<file path="config.mk">
export PLATFORM = sky130hd
export DESIGN_NAME = hash_line_token_parser_top
export DESIGN_NICKNAME = d
export VERILOG_FILES = /design/src/rtl/core/hltp_pkg.sv /design/src/rtl/core/hltp_cmp.sv /design/src/rtl/core/hltp_core.sv /design/src/rtl/core/hash_line_token_parser_top.sv
export SDC_FILE = /design/constraint.sdc
export NUM_CORES = 1
export LEC_CHECK = 0
export ABC_AREA = 0
export BUFFER_PORTS_ARGS = -buffer_cell sky130_fd_sc_hd__buf_4
export CORE_MARGIN = 1.5
export CORE_UTILIZATION = 25
export DETAILED_ROUTE_END_ITERATION = 8
export PLACE_DENSITY = 0.34
export REMOVE_ABC_BUFFERS = 1
export SYNTH_ARGS = -nofsm -noshare
export SYNTH_HDL_FRONTEND = slang
export SYNTH_SLANG_ARGS = --single-unit
</file>
<file path="constraint.sdc">
create_clock -name clk_i -period 8.3 [get_ports clk_i]
set_input_delay 0.83 -clock clk_i [delete_from_list [all_inputs] [get_ports clk_i]]
set_output_delay 0.83 -clock clk_i [all_outputs]
set_load 0.01 [all_outputs]
</file>
<file path="src/rtl/core/hltp_pkg.sv">
// Shared types, character codes and keyword tables of the hash line token parser.
// Used by hltp_cmp, hltp_core and hash_line_token_parser_top; depends on nothing.
package hltp_pkg;

  // Item kind codes.
  localparam logic KIND_BYTE = 1'b0;
  localparam logic KIND_POLL = 1'b1;

  // Character codes.
  localparam logic [7:0] CHAR_HASH = 8'h23;
  localparam logic [7:0] CHAR_PLUS = 8'h2B;
  localparam logic [7:0] CHAR_CR   = 8'h0D;
  localparam logic [7:0] CHAR_LF   = 8'h0A;
  localparam logic [7:0] CHAR_FIVE = 8'h35;

  // Keywords, first character in the most significant byte.
  localparam logic [71:0] KW_CONNECTED = "connected";
  localparam logic [55:0] KW_CONTROL   = "control";
  localparam logic [31:0] KW_WIFI      = "wifi";

  // Input item: one received byte or one poll.
  typedef struct packed {
    logic       kind;
    logic [7:0] rx_byte;
  } in_item_t;

  // Result item.
  typedef struct packed {
    logic [7:0] data_byte;
    logic       byte_valid;
    logic       part;
    logic       command_ok;
    logic       last;
    logic       network_up;
    logic       broker_connected;
    logic       line_seen;
  } res_item_t;

  // Line framing state.
  typedef enum logic [1:0] {
    P_WAIT  = 2'd0,
    P_TOKEN = 2'd1,
    P_PARAM = 2'd2
  } pstate_e;

  // Keyword candidate chosen by token length.
  typedef enum logic [1:0] {
    WORD_NONE      = 2'd0,
    WORD_CONNECTED = 2'd1,
    WORD_CONTROL   = 2'd2,
    WORD_WIFI      = 2'd3
  } word_e;

  // Sequencer states.
  typedef enum logic [2:0] {
    S_IDLE      = 3'd0,
    S_REPLY     = 3'd1,
    S_MATCH_RD  = 3'd2,
    S_MATCH_CMP = 3'd3,
    S_COPY_RD   = 3'd4,
    S_COPY_WR   = 3'd5,
    S_EMIT_RD   = 3'd6,
    S_EMIT_OUT  = 3'd7
  } state_e;

  // Request to the shared byte comparator.
  typedef struct packed {
    logic [7:0] data;
    logic       use_plus;
    word_e      word;
    logic [3:0] idx;
  } cmp_req_t;

  // Index of the last character of a keyword.
  function automatic logic [3:0] word_last(input word_e w);
    logic [3:0] r;
    case (w)
      WORD_CONNECTED: r = 4'd8;
      WORD_CONTROL:   r = 4'd6;
      WORD_WIFI:      r = 4'd3;
      default:        r = 4'd0;
    endcase
    return r;
  endfunction

  // Character at position i of a keyword.
  function automatic logic [7:0] word_char(input word_e w, input logic [3:0] i);
    logic [71:0] s;
    logic [3:0]  sel;
    case (w)
      WORD_CONNECTED: s = KW_CONNECTED;
      WORD_CONTROL:   s = {16'h0000, KW_CONTROL};
      WORD_WIFI:      s = {40'h0000000000, KW_WIFI};
      default:        s = '0;
    endcase
    sel = word_last(w) - i;
    return s[{sel, 3'b000} +: 8];
  endfunction

endpackage

</file>
<file path="src/rtl/core/hltp_cmp.sv">
// Shared byte comparator of the hash line token parser: checks a stored byte
// against a keyword character or the plus sign. Depends on hltp_pkg.
module hltp_cmp (
  input  hltp_pkg::cmp_req_t req_i,
  output logic               eq_o
);
  import hltp_pkg::*;

  logic [7:0] target;

  // Pick the reference character and compare.
  always_comb begin
    if (req_i.use_plus) begin
      target = CHAR_PLUS;
    end else begin
      target = word_char(req_i.word, req_i.idx);
    end
    eq_o = (req_i.data == target);
  end

endmodule

</file>
<file path="src/rtl/core/hltp_core.sv">
// Sequencer, stores and flags of the hash line token parser. Frames lines,
// matches keywords and finds the plus through hltp_cmp, latches commands and
// plays them back. Depends on hltp_pkg and hltp_cmp.
module hltp_core #(
  parameter int TOKEN_DEPTH = 16,
  parameter int PARAM_DEPTH = 64
) (
  input  logic                clk_i,
  input  logic                rst_ni,
  input  logic                in_valid_i,
  input  hltp_pkg::in_item_t  in_item_i,
  output logic                in_ready_o,
  output logic                res_valid_o,
  output hltp_pkg::res_item_t res_item_o,
  input  logic                res_ready_i
);
  import hltp_pkg::*;

  localparam int TW = $clog2(TOKEN_DEPTH);
  localparam int PW = $clog2(PARAM_DEPTH);
  localparam int IW = (TW > PW) ? TW : PW;

  // Stores, undefined until written.
  logic [7:0] tok_mem [TOKEN_DEPTH];
  logic [7:0] prm_mem [PARAM_DEPTH];
  logic [7:0] cmd_mem [PARAM_DEPTH];
  logic [7:0] tok_rdata_q, prm_rdata_q, cmd_rdata_q;
  logic       tok_we, prm_we, cmd_we;

  state_e        state_q, state_d;
  pstate_e       pstate_q, pstate_d;
  word_e         word_q, word_d;
  logic [TW-1:0] tok_cnt_q, tok_cnt_d;
  logic [PW-1:0] prm_cnt_q, prm_cnt_d;
  logic [PW-1:0] cmd_cnt_q, cmd_cnt_d;
  logic [PW-1:0] plus_idx_q, plus_idx_d;
  logic [IW-1:0] idx_q, idx_d;
  logic [7:0]    prm_first_q, prm_first_d;
  logic          pend_q, pend_d;
  logic          plus_found_q, plus_found_d;
  logic          net_q, net_d;
  logic          brk_q, brk_d;
  logic          line_q, line_d;
  logic          ok_q, ok_d;

  cmp_req_t      cmp_req;
  logic          cmp_eq;
  logic [7:0]    c;
  logic          eol;
  logic [PW-1:0] pos;
  logic          last_item;
  word_e         cand;

  hltp_cmp u_cmp (
    .req_i (cmp_req),
    .eq_o  (cmp_eq)
  );

  // Memory write and registered read ports.
  always_ff @(posedge clk_i) begin
    if (tok_we) begin
      tok_mem[tok_cnt_q] <= c;
    end
    if (prm_we) begin
      prm_mem[prm_cnt_q] <= c;
    end
    if (cmd_we) begin
      cmd_mem[idx_q[PW-1:0]] <= prm_rdata_q;
    end
    tok_rdata_q <= tok_mem[idx_q[TW-1:0]];
    prm_rdata_q <= prm_mem[idx_q[PW-1:0]];
    cmd_rdata_q <= cmd_mem[idx_q[PW-1:0]];
  end

  // Control and count registers.
  always_ff @(posedge clk_i or negedge rst_ni) begin
    if (!rst_ni) begin
      state_q      <= S_IDLE;
      pstate_q     <= P_WAIT;
      word_q       <= WORD_NONE;
      tok_cnt_q    <= '0;
      prm_cnt_q    <= '0;
      cmd_cnt_q    <= '0;
      plus_idx_q   <= '0;
      idx_q        <= '0;
      prm_first_q  <= '0;
      pend_q       <= 1'b0;
      plus_found_q <= 1'b0;
      net_q        <= 1'b0;
      brk_q        <= 1'b0;
      line_q       <= 1'b0;
      ok_q         <= 1'b0;
    end else begin
      state_q      <= state_d;
      pstate_q     <= pstate_d;
      word_q       <= word_d;
      tok_cnt_q    <= tok_cnt_d;
      prm_cnt_q    <= prm_cnt_d;
      cmd_cnt_q    <= cmd_cnt_d;
      plus_idx_q   <= plus_idx_d;
      idx_q        <= idx_d;
      prm_first_q  <= prm_first_d;
      pend_q       <= pend_d;
      plus_found_q <= plus_found_d;
      net_q        <= net_d;
      brk_q        <= brk_d;
      line_q       <= line_d;
      ok_q         <= ok_d;
    end
  end

  // Input decode and keyword candidate from the token length.
  always_comb begin
    c   = in_item_i.rx_byte;
    eol = (c == CHAR_CR) || (c == CHAR_LF);
    pos = idx_q[PW-1:0];
    if (tok_cnt_q == TW'(9)) begin
      cand = WORD_CONNECTED;
    end else if (tok_cnt_q == TW'(7)) begin
      cand = WORD_CONTROL;
    end else if (tok_cnt_q == TW'(4)) begin
      cand = WORD_WIFI;
    end else begin
      cand = WORD_NONE;
    end
    last_item = (pos == cmd_cnt_q - PW'(1)) ||
                ((pos == cmd_cnt_q - PW'(2)) && (plus_idx_q == cmd_cnt_q - PW'(1)));
  end

  // Sequencer: next state and outputs.
  always_comb begin
    state_d      = state_q;
    pstate_d     = pstate_q;
    word_d       = word_q;
    tok_cnt_d    = tok_cnt_q;
    prm_cnt_d    = prm_cnt_q;
    cmd_cnt_d    = cmd_cnt_q;
    plus_idx_d   = plus_idx_q;
    idx_d        = idx_q;
    prm_first_d  = prm_first_q;
    pend_d       = pend_q;
    plus_found_d = plus_found_q;
    net_d        = net_q;
    brk_d        = brk_q;
    line_d       = line_q;
    ok_d         = ok_q;
    tok_we       = 1'b0;
    prm_we       = 1'b0;
    cmd_we       = 1'b0;
    in_ready_o   = 1'b0;
    res_valid_o  = 1'b0;

    res_item_o.data_byte        = '0;
    res_item_o.byte_valid       = 1'b0;
    res_item_o.part             = 1'b0;
    res_item_o.command_ok       = ok_q;
    res_item_o.last             = 1'b1;
    res_item_o.network_up       = net_q;
    res_item_o.broker_connected = brk_q;
    res_item_o.line_seen        = line_q;

    cmp_req.data     = prm_rdata_q;
    cmp_req.use_plus = 1'b1;
    cmp_req.word     = word_q;
    cmp_req.idx      = idx_q[3:0];

    case (state_q)
      S_IDLE: begin
        in_ready_o = 1'b1;
        if (in_valid_i) begin
          idx_d = '0;
          if (in_item_i.kind == KIND_BYTE) begin
            ok_d    = 1'b0;
            state_d = S_REPLY;
            case (pstate_q)
              P_TOKEN: begin
                if (c == CHAR_PLUS) begin
                  prm_cnt_d = '0;
                  pstate_d  = P_PARAM;
                end else if (eol) begin
                  prm_cnt_d = '0;
                  line_d    = 1'b1;
                  pstate_d  = P_WAIT;
                  word_d    = cand;
                  if (cand != WORD_NONE) begin
                    state_d = S_MATCH_RD;
                  end
                end else if (tok_cnt_q != TW'(TOKEN_DEPTH - 1)) begin
                  tok_we    = 1'b1;
                  tok_cnt_d = tok_cnt_q + TW'(1);
                end
              end
              P_PARAM: begin
                if (eol) begin
                  line_d   = 1'b1;
                  pstate_d = P_WAIT;
                  word_d   = cand;
                  if (cand != WORD_NONE) begin
                    state_d = S_MATCH_RD;
                  end
                end else if (prm_cnt_q != PW'(PARAM_DEPTH - 1)) begin
                  prm_we    = 1'b1;
                  prm_cnt_d = prm_cnt_q + PW'(1);
                  if (prm_cnt_q == '0) begin
                    prm_first_d = c;
                  end
                end
              end
              default: begin
                if (c == CHAR_HASH) begin
                  tok_cnt_d = '0;
                  pstate_d  = P_TOKEN;
                end else begin
                  pstate_d = P_WAIT;
                end
              end
            endcase
          end else begin
            // Poll: the latch is released whatever is found.
            pend_d = 1'b0;
            ok_d   = pend_q && plus_found_q;
            if (pend_q && plus_found_q && (cmd_cnt_q != PW'(1))) begin
              state_d = S_EMIT_RD;
            end else begin
              state_d = S_REPLY;
            end
          end
        end
      end

      S_REPLY: begin
        res_valid_o = 1'b1;
        if (res_ready_i) begin
          ok_d    = 1'b0;
          state_d = S_IDLE;
        end
      end

      S_MATCH_RD: begin
        state_d = S_MATCH_CMP;
      end

      // One token character against the keyword per pass.
      S_MATCH_CMP: begin
        cmp_req.data     = tok_rdata_q;
        cmp_req.use_plus = 1'b0;
        if (!cmp_eq) begin
          state_d = S_REPLY;
        end else if (idx_q == IW'(word_last(word_q))) begin
          state_d = S_REPLY;
          case (word_q)
            WORD_CONNECTED: brk_d = 1'b1;
            WORD_WIFI: begin
              if ((prm_cnt_q != '0) && (prm_first_q == CHAR_FIVE)) begin
                net_d = 1'b1;
              end
            end
            WORD_CONTROL: begin
              if (!pend_q) begin
                plus_found_d = 1'b0;
                idx_d        = '0;
                if (prm_cnt_q == '0) begin
                  cmd_cnt_d = '0;
                  pend_d    = 1'b1;
                end else begin
                  state_d = S_COPY_RD;
                end
              end
            end
            default: state_d = S_REPLY;
          endcase
        end else begin
          idx_d   = idx_q + IW'(1);
          state_d = S_MATCH_RD;
        end
      end

      S_COPY_RD: begin
        state_d = S_COPY_WR;
      end

      // Copy one param byte into the command store and note the first plus.
      S_COPY_WR: begin
        cmd_we = 1'b1;
        if (cmp_eq && !plus_found_q) begin
          plus_found_d = 1'b1;
          plus_idx_d   = pos;
        end
        if (pos == prm_cnt_q - PW'(1)) begin
          cmd_cnt_d = prm_cnt_q;
          pend_d    = 1'b1;
          state_d   = S_REPLY;
        end else begin
          idx_d   = idx_q + IW'(1);
          state_d = S_COPY_RD;
        end
      end

      S_EMIT_RD: begin
        state_d = S_EMIT_OUT;
      end

      // Play back one command byte; the separating plus is skipped.
      S_EMIT_OUT: begin
        if (pos == plus_idx_q) begin
          idx_d   = idx_q + IW'(1);
          state_d = S_EMIT_RD;
        end else begin
          res_valid_o           = 1'b1;
          res_item_o.data_byte  = cmd_rdata_q;
          res_item_o.byte_valid = 1'b1;
          res_item_o.part       = (pos > plus_idx_q);
          res_item_o.command_ok = 1'b1;
          res_item_o.last       = last_item;
          if (res_ready_i) begin
            if (last_item) begin
              ok_d    = 1'b0;
              state_d = S_IDLE;
            end else begin
              idx_d   = idx_q + IW'(1);
              state_d = S_EMIT_RD;
            end
          end
        end
      end

      default: state_d = S_IDLE;
    endcase
  end

endmodule

</file>
<file path="src/rtl/core/hash_line_token_parser_top.sv">
// Top level of the hash line token parser: input channel, sequencer core and
// output register. Depends on hltp_pkg and hltp_core.
//
// Usage: each input transfer carries either a received serial byte (kind 0)
// or a poll for the latched control command (kind 1). A received byte gives
// exactly one result with the sticky line, broker and network flags as they
// stand after that byte. A poll gives one result per command byte (actuator
// bytes, then value bytes, the separating plus dropped) or one item with no
// byte, failed unless the command is a lone plus; last marks each input's end.
// Flow: the block takes one input at a time. A byte that does not end a
// line goes straight to its result. An end of line compares the token with
// the keyword character by character, each through a read and a compare
// state, and, for a new control command, copies each param byte into the
// command store through a read and a write state. A poll that finds a
// command with a plus and another byte reads each stored byte but a final
// plus, and sends all but the plus; other polls go straight to their
// result. The shared comparator and one read port per store set these steps.
// Reset clears the framing state, counts, pending latch and flags; the byte
// stores need no clearing. A result waits in the output register while the
// receiver stalls, and the core holds the next result until it is taken.
module hash_line_token_parser_top #(
  parameter int TOKEN_DEPTH = 16,
  parameter int PARAM_DEPTH = 64
) (
  input  logic                clk_i,
  input  logic                rst_ni,
  input  logic                in_valid_i,
  output logic                in_ready_o,
  input  hltp_pkg::in_item_t  in_item_i,
  output logic                out_valid_o,
  input  logic                out_ready_i,
  output hltp_pkg::res_item_t out_item_o
);
  import hltp_pkg::*;

  logic      res_valid;
  logic      res_ready;
  res_item_t res_item;
  logic      out_valid_q, out_valid_d;
  res_item_t out_item_q;

  hltp_core #(
    .TOKEN_DEPTH (TOKEN_DEPTH),
    .PARAM_DEPTH (PARAM_DEPTH)
  ) u_core (
    .clk_i       (clk_i),
    .rst_ni      (rst_ni),
    .in_valid_i  (in_valid_i),
    .in_item_i   (in_item_i),
    .in_ready_o  (in_ready_o),
    .res_valid_o (res_valid),
    .res_item_o  (res_item),
    .res_ready_i (res_ready)
  );

  // Output register: loads when empty or when its item is being taken.
  assign res_ready = !out_valid_q || out_ready_i;

  always_comb begin
    out_valid_d = out_valid_q;
    if (res_valid && res_ready) begin
      out_valid_d = 1'b1;
    end else if (out_ready_i) begin
      out_valid_d = 1'b0;
    end
  end

  always_ff @(posedge clk_i or negedge rst_ni) begin
    if (!rst_ni) begin
      out_valid_q <= 1'b0;
    end else begin
      out_valid_q <= out_valid_d;
    end
  end

  always_ff @(posedge clk_i) begin
    if (res_valid && res_ready) begin
      out_item_q <= res_item;
    end
  end

  assign out_valid_o = out_valid_q;
  assign out_item_o  = out_item_q;

  // An accepted input takes the core out of its idle state and so stops it accepting further input.
  a_busy_after_accept: assert property (
    @(posedge clk_i) disable iff (!rst_ni)
    in_valid_i && in_ready_o |=> !in_ready_o
  ) else $error("input accepted twice in a row");

  // A command byte is only ever sent on a successful poll.
  a_byte_needs_ok: assert property (
    @(posedge clk_i) disable iff (!rst_ni)
    out_valid_o && out_item_o.byte_valid |-> out_item_o.command_ok
  ) else $error("command byte without command_ok");

  // An item without a byte is a lone, final item with cleared data.
  a_empty_item: assert property (
    @(posedge clk_i) disable iff (!rst_ni)
    out_valid_o && !out_item_o.byte_valid |->
      out_item_o.last && !out_item_o.part && (out_item_o.data_byte == 8'h00)
  ) else $error("malformed item without command byte");

endmodule
</file>
==> impl_metrics.yaml <==
floorplan:
  core_area_mm2: 0.188
  rows: 159
  die_h_um: 439
  dieArea_mm2: 0.193
  fp.dieW_um: 439
  top_level_ports: 30
  start_util: 0.253
critical_path:
  cp_top_family: "compound AO/OA/AOI/OAI gates"
  r2r_slack_ns: 3.40
  critPathMaxFanout: 40
  critPathCaptureType: "flip-flop"
  reg2reg_to: "u_core.plus_idx_q[4]$_DFFE_PN0P_"
  r2r_start: "u_core.idx_q[1]$_DFFE_PN0P_"
  crit_path_start_kind: "flip-flop"
  timing.critical_path.buf_inv: 2
  path_class: "reg -> reg"
  startpoint: "u_core.idx_q[1]$_DFFE_PN0P_"
  cp.arrival_ns: 5.56
  worstPathRequired_ns: 8.97
  path_cells: "buf_4 -> inv_1 -> xnor2_1 -> ha_1 -> nor2_1 -> a221oi_4 -> mux2i_1 -> a21oi_1 -> a211o_1 -> a32oi_2 -> o2111ai_2 -> nor4_4 -> mux2_1"
  ff2ff_path_depth: 13
  cpPeakStageDelay_ns: 0.63
  worst-path-stages: 13
  endpoint: "u_core.plus_idx_q[4]$_DFFE_PN0P_"
  crit_slowest_cell: "a221oi_4"
yosys:
  synthesis.area_mm2: 0.0476
  synthArstFlopShare: 0.0403
  synth.avg_cell_area_um2: 16.3
  synth-edff-count: 1167
  synth_warnings: 0
  synth_cells: 2913
  ys_seq_area_frac: 0.773
  ys.flop_type: "edfxtp_1"
  synth-seq-cells: 1241
  yosysUniqueCellTypes: 84
timing:
  setup_viol: 0
  slew_viol_final: 0
  hold-worst-slack_ns: 0.0916
  tightest_slew_ns: 1.15
  clock-skew-final_ns: 0.0320
  rsz0062_at_grt: "false"
  relSlewSlack: 0.233
  post-route-period-util: 0.590
  clock.fmax_mhz: 204
  hold_viol_final: 0
  period_needed_ns: 4.90
global_routing:
  grt_pass1_wl_um: 226000
  track_usage: 0.164
  grt_overflow: 0
  grt_pass1_vias: 28900
  grt_antenna_before_repair: 0
  grt_max_degree: 113
routing:
  vias: 27500
  drc: 0
  drt_first_iter_violations: 2237
  wl_met2_um: 78200
  wl_met1_um: 72200
  wire_per_inst_um: 28.6
  top_layer: "met4"
  viasPerCell: 4.93
  firstDrtPassIters: 6
  ant_nets: 0
  drt-total-wl_um: 160000
  routed-wl-met3_um: 6000
cells_and_area:
  area_delta_synth_final_pct: 16.9
  seq_area_mm2: 0.0368
  antenna_cells: 0
  finalNonFillerCells: 5587
  multiInputGateArea_mm2: 0.0100
  nNetsFinal: 3013
  drive_gt1_frac: 0.114
  final_common_cell: "edfxtp_1"
  fin_area_mm2: 0.0556
  nFillCells: 18500
  final_cell_mix: "1167 x edfxtp_1, 381 x a22oi_1, 205 x nor2_1, 147 x clkbuf_16, 92 x nand2_1"
power_and_ir_drop:
  p_per_area_mw_per_mm2: 305
  total_power_w: 0.0170
  ir_worst_vdd_v: 0.000212
  p_leak_nw: 16.9
clock_network:
  clkTransAtPathRegs_ns: 0.06
  holdBufCountCts: 0
  cts_setup_buffers: 0
  cts_tree: "built"
  clk_latency_ns: 0.79
  cts-resized-gates: 0
  clock_tree.root_cell: "clkbuf_16"
  htreeDepth: 4
  numCtsBuffers: 144
  ctsLongestPathBuffers: 3
  numClockSinks: 1241
place:
  globalplace.congestion: 0.795
  portBuffers: 29
  placed_area_mm2: 0.0509
  dp_hpwl_um: 95700
  post-place-cells: 5321
worst_hold_path:
  hold_path.class: "in -> async"
status:
  status: "finished, final reports clean"
run:
  max-cap-violations: 0
-- final cells by class --
class | instances | area share
Tap cell | 2495 | 0.0561
Timing Repair Buffer | 91 | 0.0139
Inverter | 34 | 0.00229
Clock inverter | 80 | 0.0166
Clock buffer | 186 | 0.0691
Multi-Input combinational cell | 1460 | 0.181
Sequential cell | 1241 | 0.661
-- cell usage after synthesis, types with 4 or more instances --
library cell  count  share of area
dfrtp_1          50          0.026
a31oi_1          70         0.0092
a211oi_1          6        0.00095
buf_1            39         0.0031
buf_2             6        0.00063
nor4_1           28         0.0037
ha_1             28         0.0074
nor2_1          208          0.016
nand4_1          24         0.0032
nor3_1           28         0.0029
a221o_1           4        0.00084
o211ai_1          8         0.0013
edfxtp_1       1167           0.74
o31ai_1           8         0.0013
nand3_1          45         0.0047
nor2b_1          14         0.0018
xnor2_1          16         0.0029
a21o_1            6        0.00095
o21ai_0          45         0.0047
mux4_2            7         0.0033
mux2i_1          24         0.0050
mux2_2           11         0.0026
nand2b_1         12         0.0016
nand2_1          92         0.0073
nand3b_1         10         0.0016
or3_1             7        0.00092
and2_1           14         0.0018
dfxtp_1          24          0.010
inv_1            33         0.0026
a22oi_1         381          0.060
a22o_1           80          0.015
clkbuf_1        138          0.011
a221oi_1         82          0.015
xor2_1           21         0.0039
a41oi_1          48         0.0088
nor3b_1           4        0.00063
a21oi_1          53         0.0056
-- worst register-to-register path, cell delays in order, from the launching register on --
cell and delay (ns):
dfrtp_2 0.33, buf_4 0.54, inv_1 0.50, xnor2_1 0.38, ha_1 0.23, nor2_1 0.07, a221oi_4 0.63, mux2i_1 0.27
a21oi_1 0.11, a211o_1 0.35, a32oi_2 0.25, o2111ai_2 0.26, nor4_4 0.48, mux2_1 0.39
-- per-layer routing --
metal | global-route usage | vias to the layer above
li1 | - | 12000
met1 | 0.219 | 14700
met2 | 0.276 | 651
met3 | 0.0239 | 196
met4 | 0.0414 | 0
met5 | 0 | -
-- stage by stage --
stage | TNS, ns | worst slack (ns) | utilization
global route | 0 | 3.06 | 0.295
finish | 0 | 3.40 | 0.295
global placement | 0 | 3.47 | 0.270
CTS | 0 | 3.37 | 0.295
floorplan | -914.99 | -2.58 | -
detailed placement | 0 | 3.38 | 0.270
-- how the worst min path moves through the flow --
stage                               endpoint                       from  cells past startpoint  slack [ns]
detailed placement   out_item_o[0]$_DFFE_PP_  u_core.line_q$_DFFE_PN0P_                      0        0.44
global placement     out_item_o[0]$_DFFE_PP_  u_core.line_q$_DFFE_PN0P_                      0        0.45
global route        u_core.brk_q$_DFFE_PN0P_                     rst_ni                      1        0.12
floorplan            out_item_o[0]$_DFFE_PP_  u_core.line_q$_DFFE_PN0P_                      0        0.42
CTS                 u_core.net_q$_DFFE_PN0P_                     rst_ni                      1        0.07
finish              u_core.net_q$_DFFE_PN0P_                     rst_ni                      1        0.09
-- registers in the layout, indices dropped and copies added (netlist names), 4 cells and up --
signal	count
u_core.cmd_mem	512
u_core.prm_mem	512
u_core.tok_mem	128
out_item_o	15
u_core.cmd_rdata_q	8
u_core.prm_first_q	8
u_core.prm_rdata_q	8
u_core.tok_rdata_q	8
u_core.cmd_cnt_q	6
u_core.idx_q	6
u_core.plus_idx_q	6
u_core.prm_cnt_q	6
u_core.tok_cnt_q	4
-- logic make-up after synthesis --
kind of cell / count (synthesis) / synth area share
DFF: 1241 / 0.773
other: 1 / 0.0000788
buffers and inverters: 219 / 0.0176
muxes: 45 / 0.0117
adders and majority gates: 28 / 0.00736
AOI/OAI and AO/OA: 832 / 0.132
and+or+nand+nor: 507 / 0.0505
xor gates and xnor gates: 40 / 0.00813
-- report_power, final --
part / internal, W / switching, W
combinational: 0.000841 / 0.00210
clock: 0.00385 / 0.00262
sequential: 0.00738 / 0.000178
No activity file was read; power rests on OpenSTA's default activity.
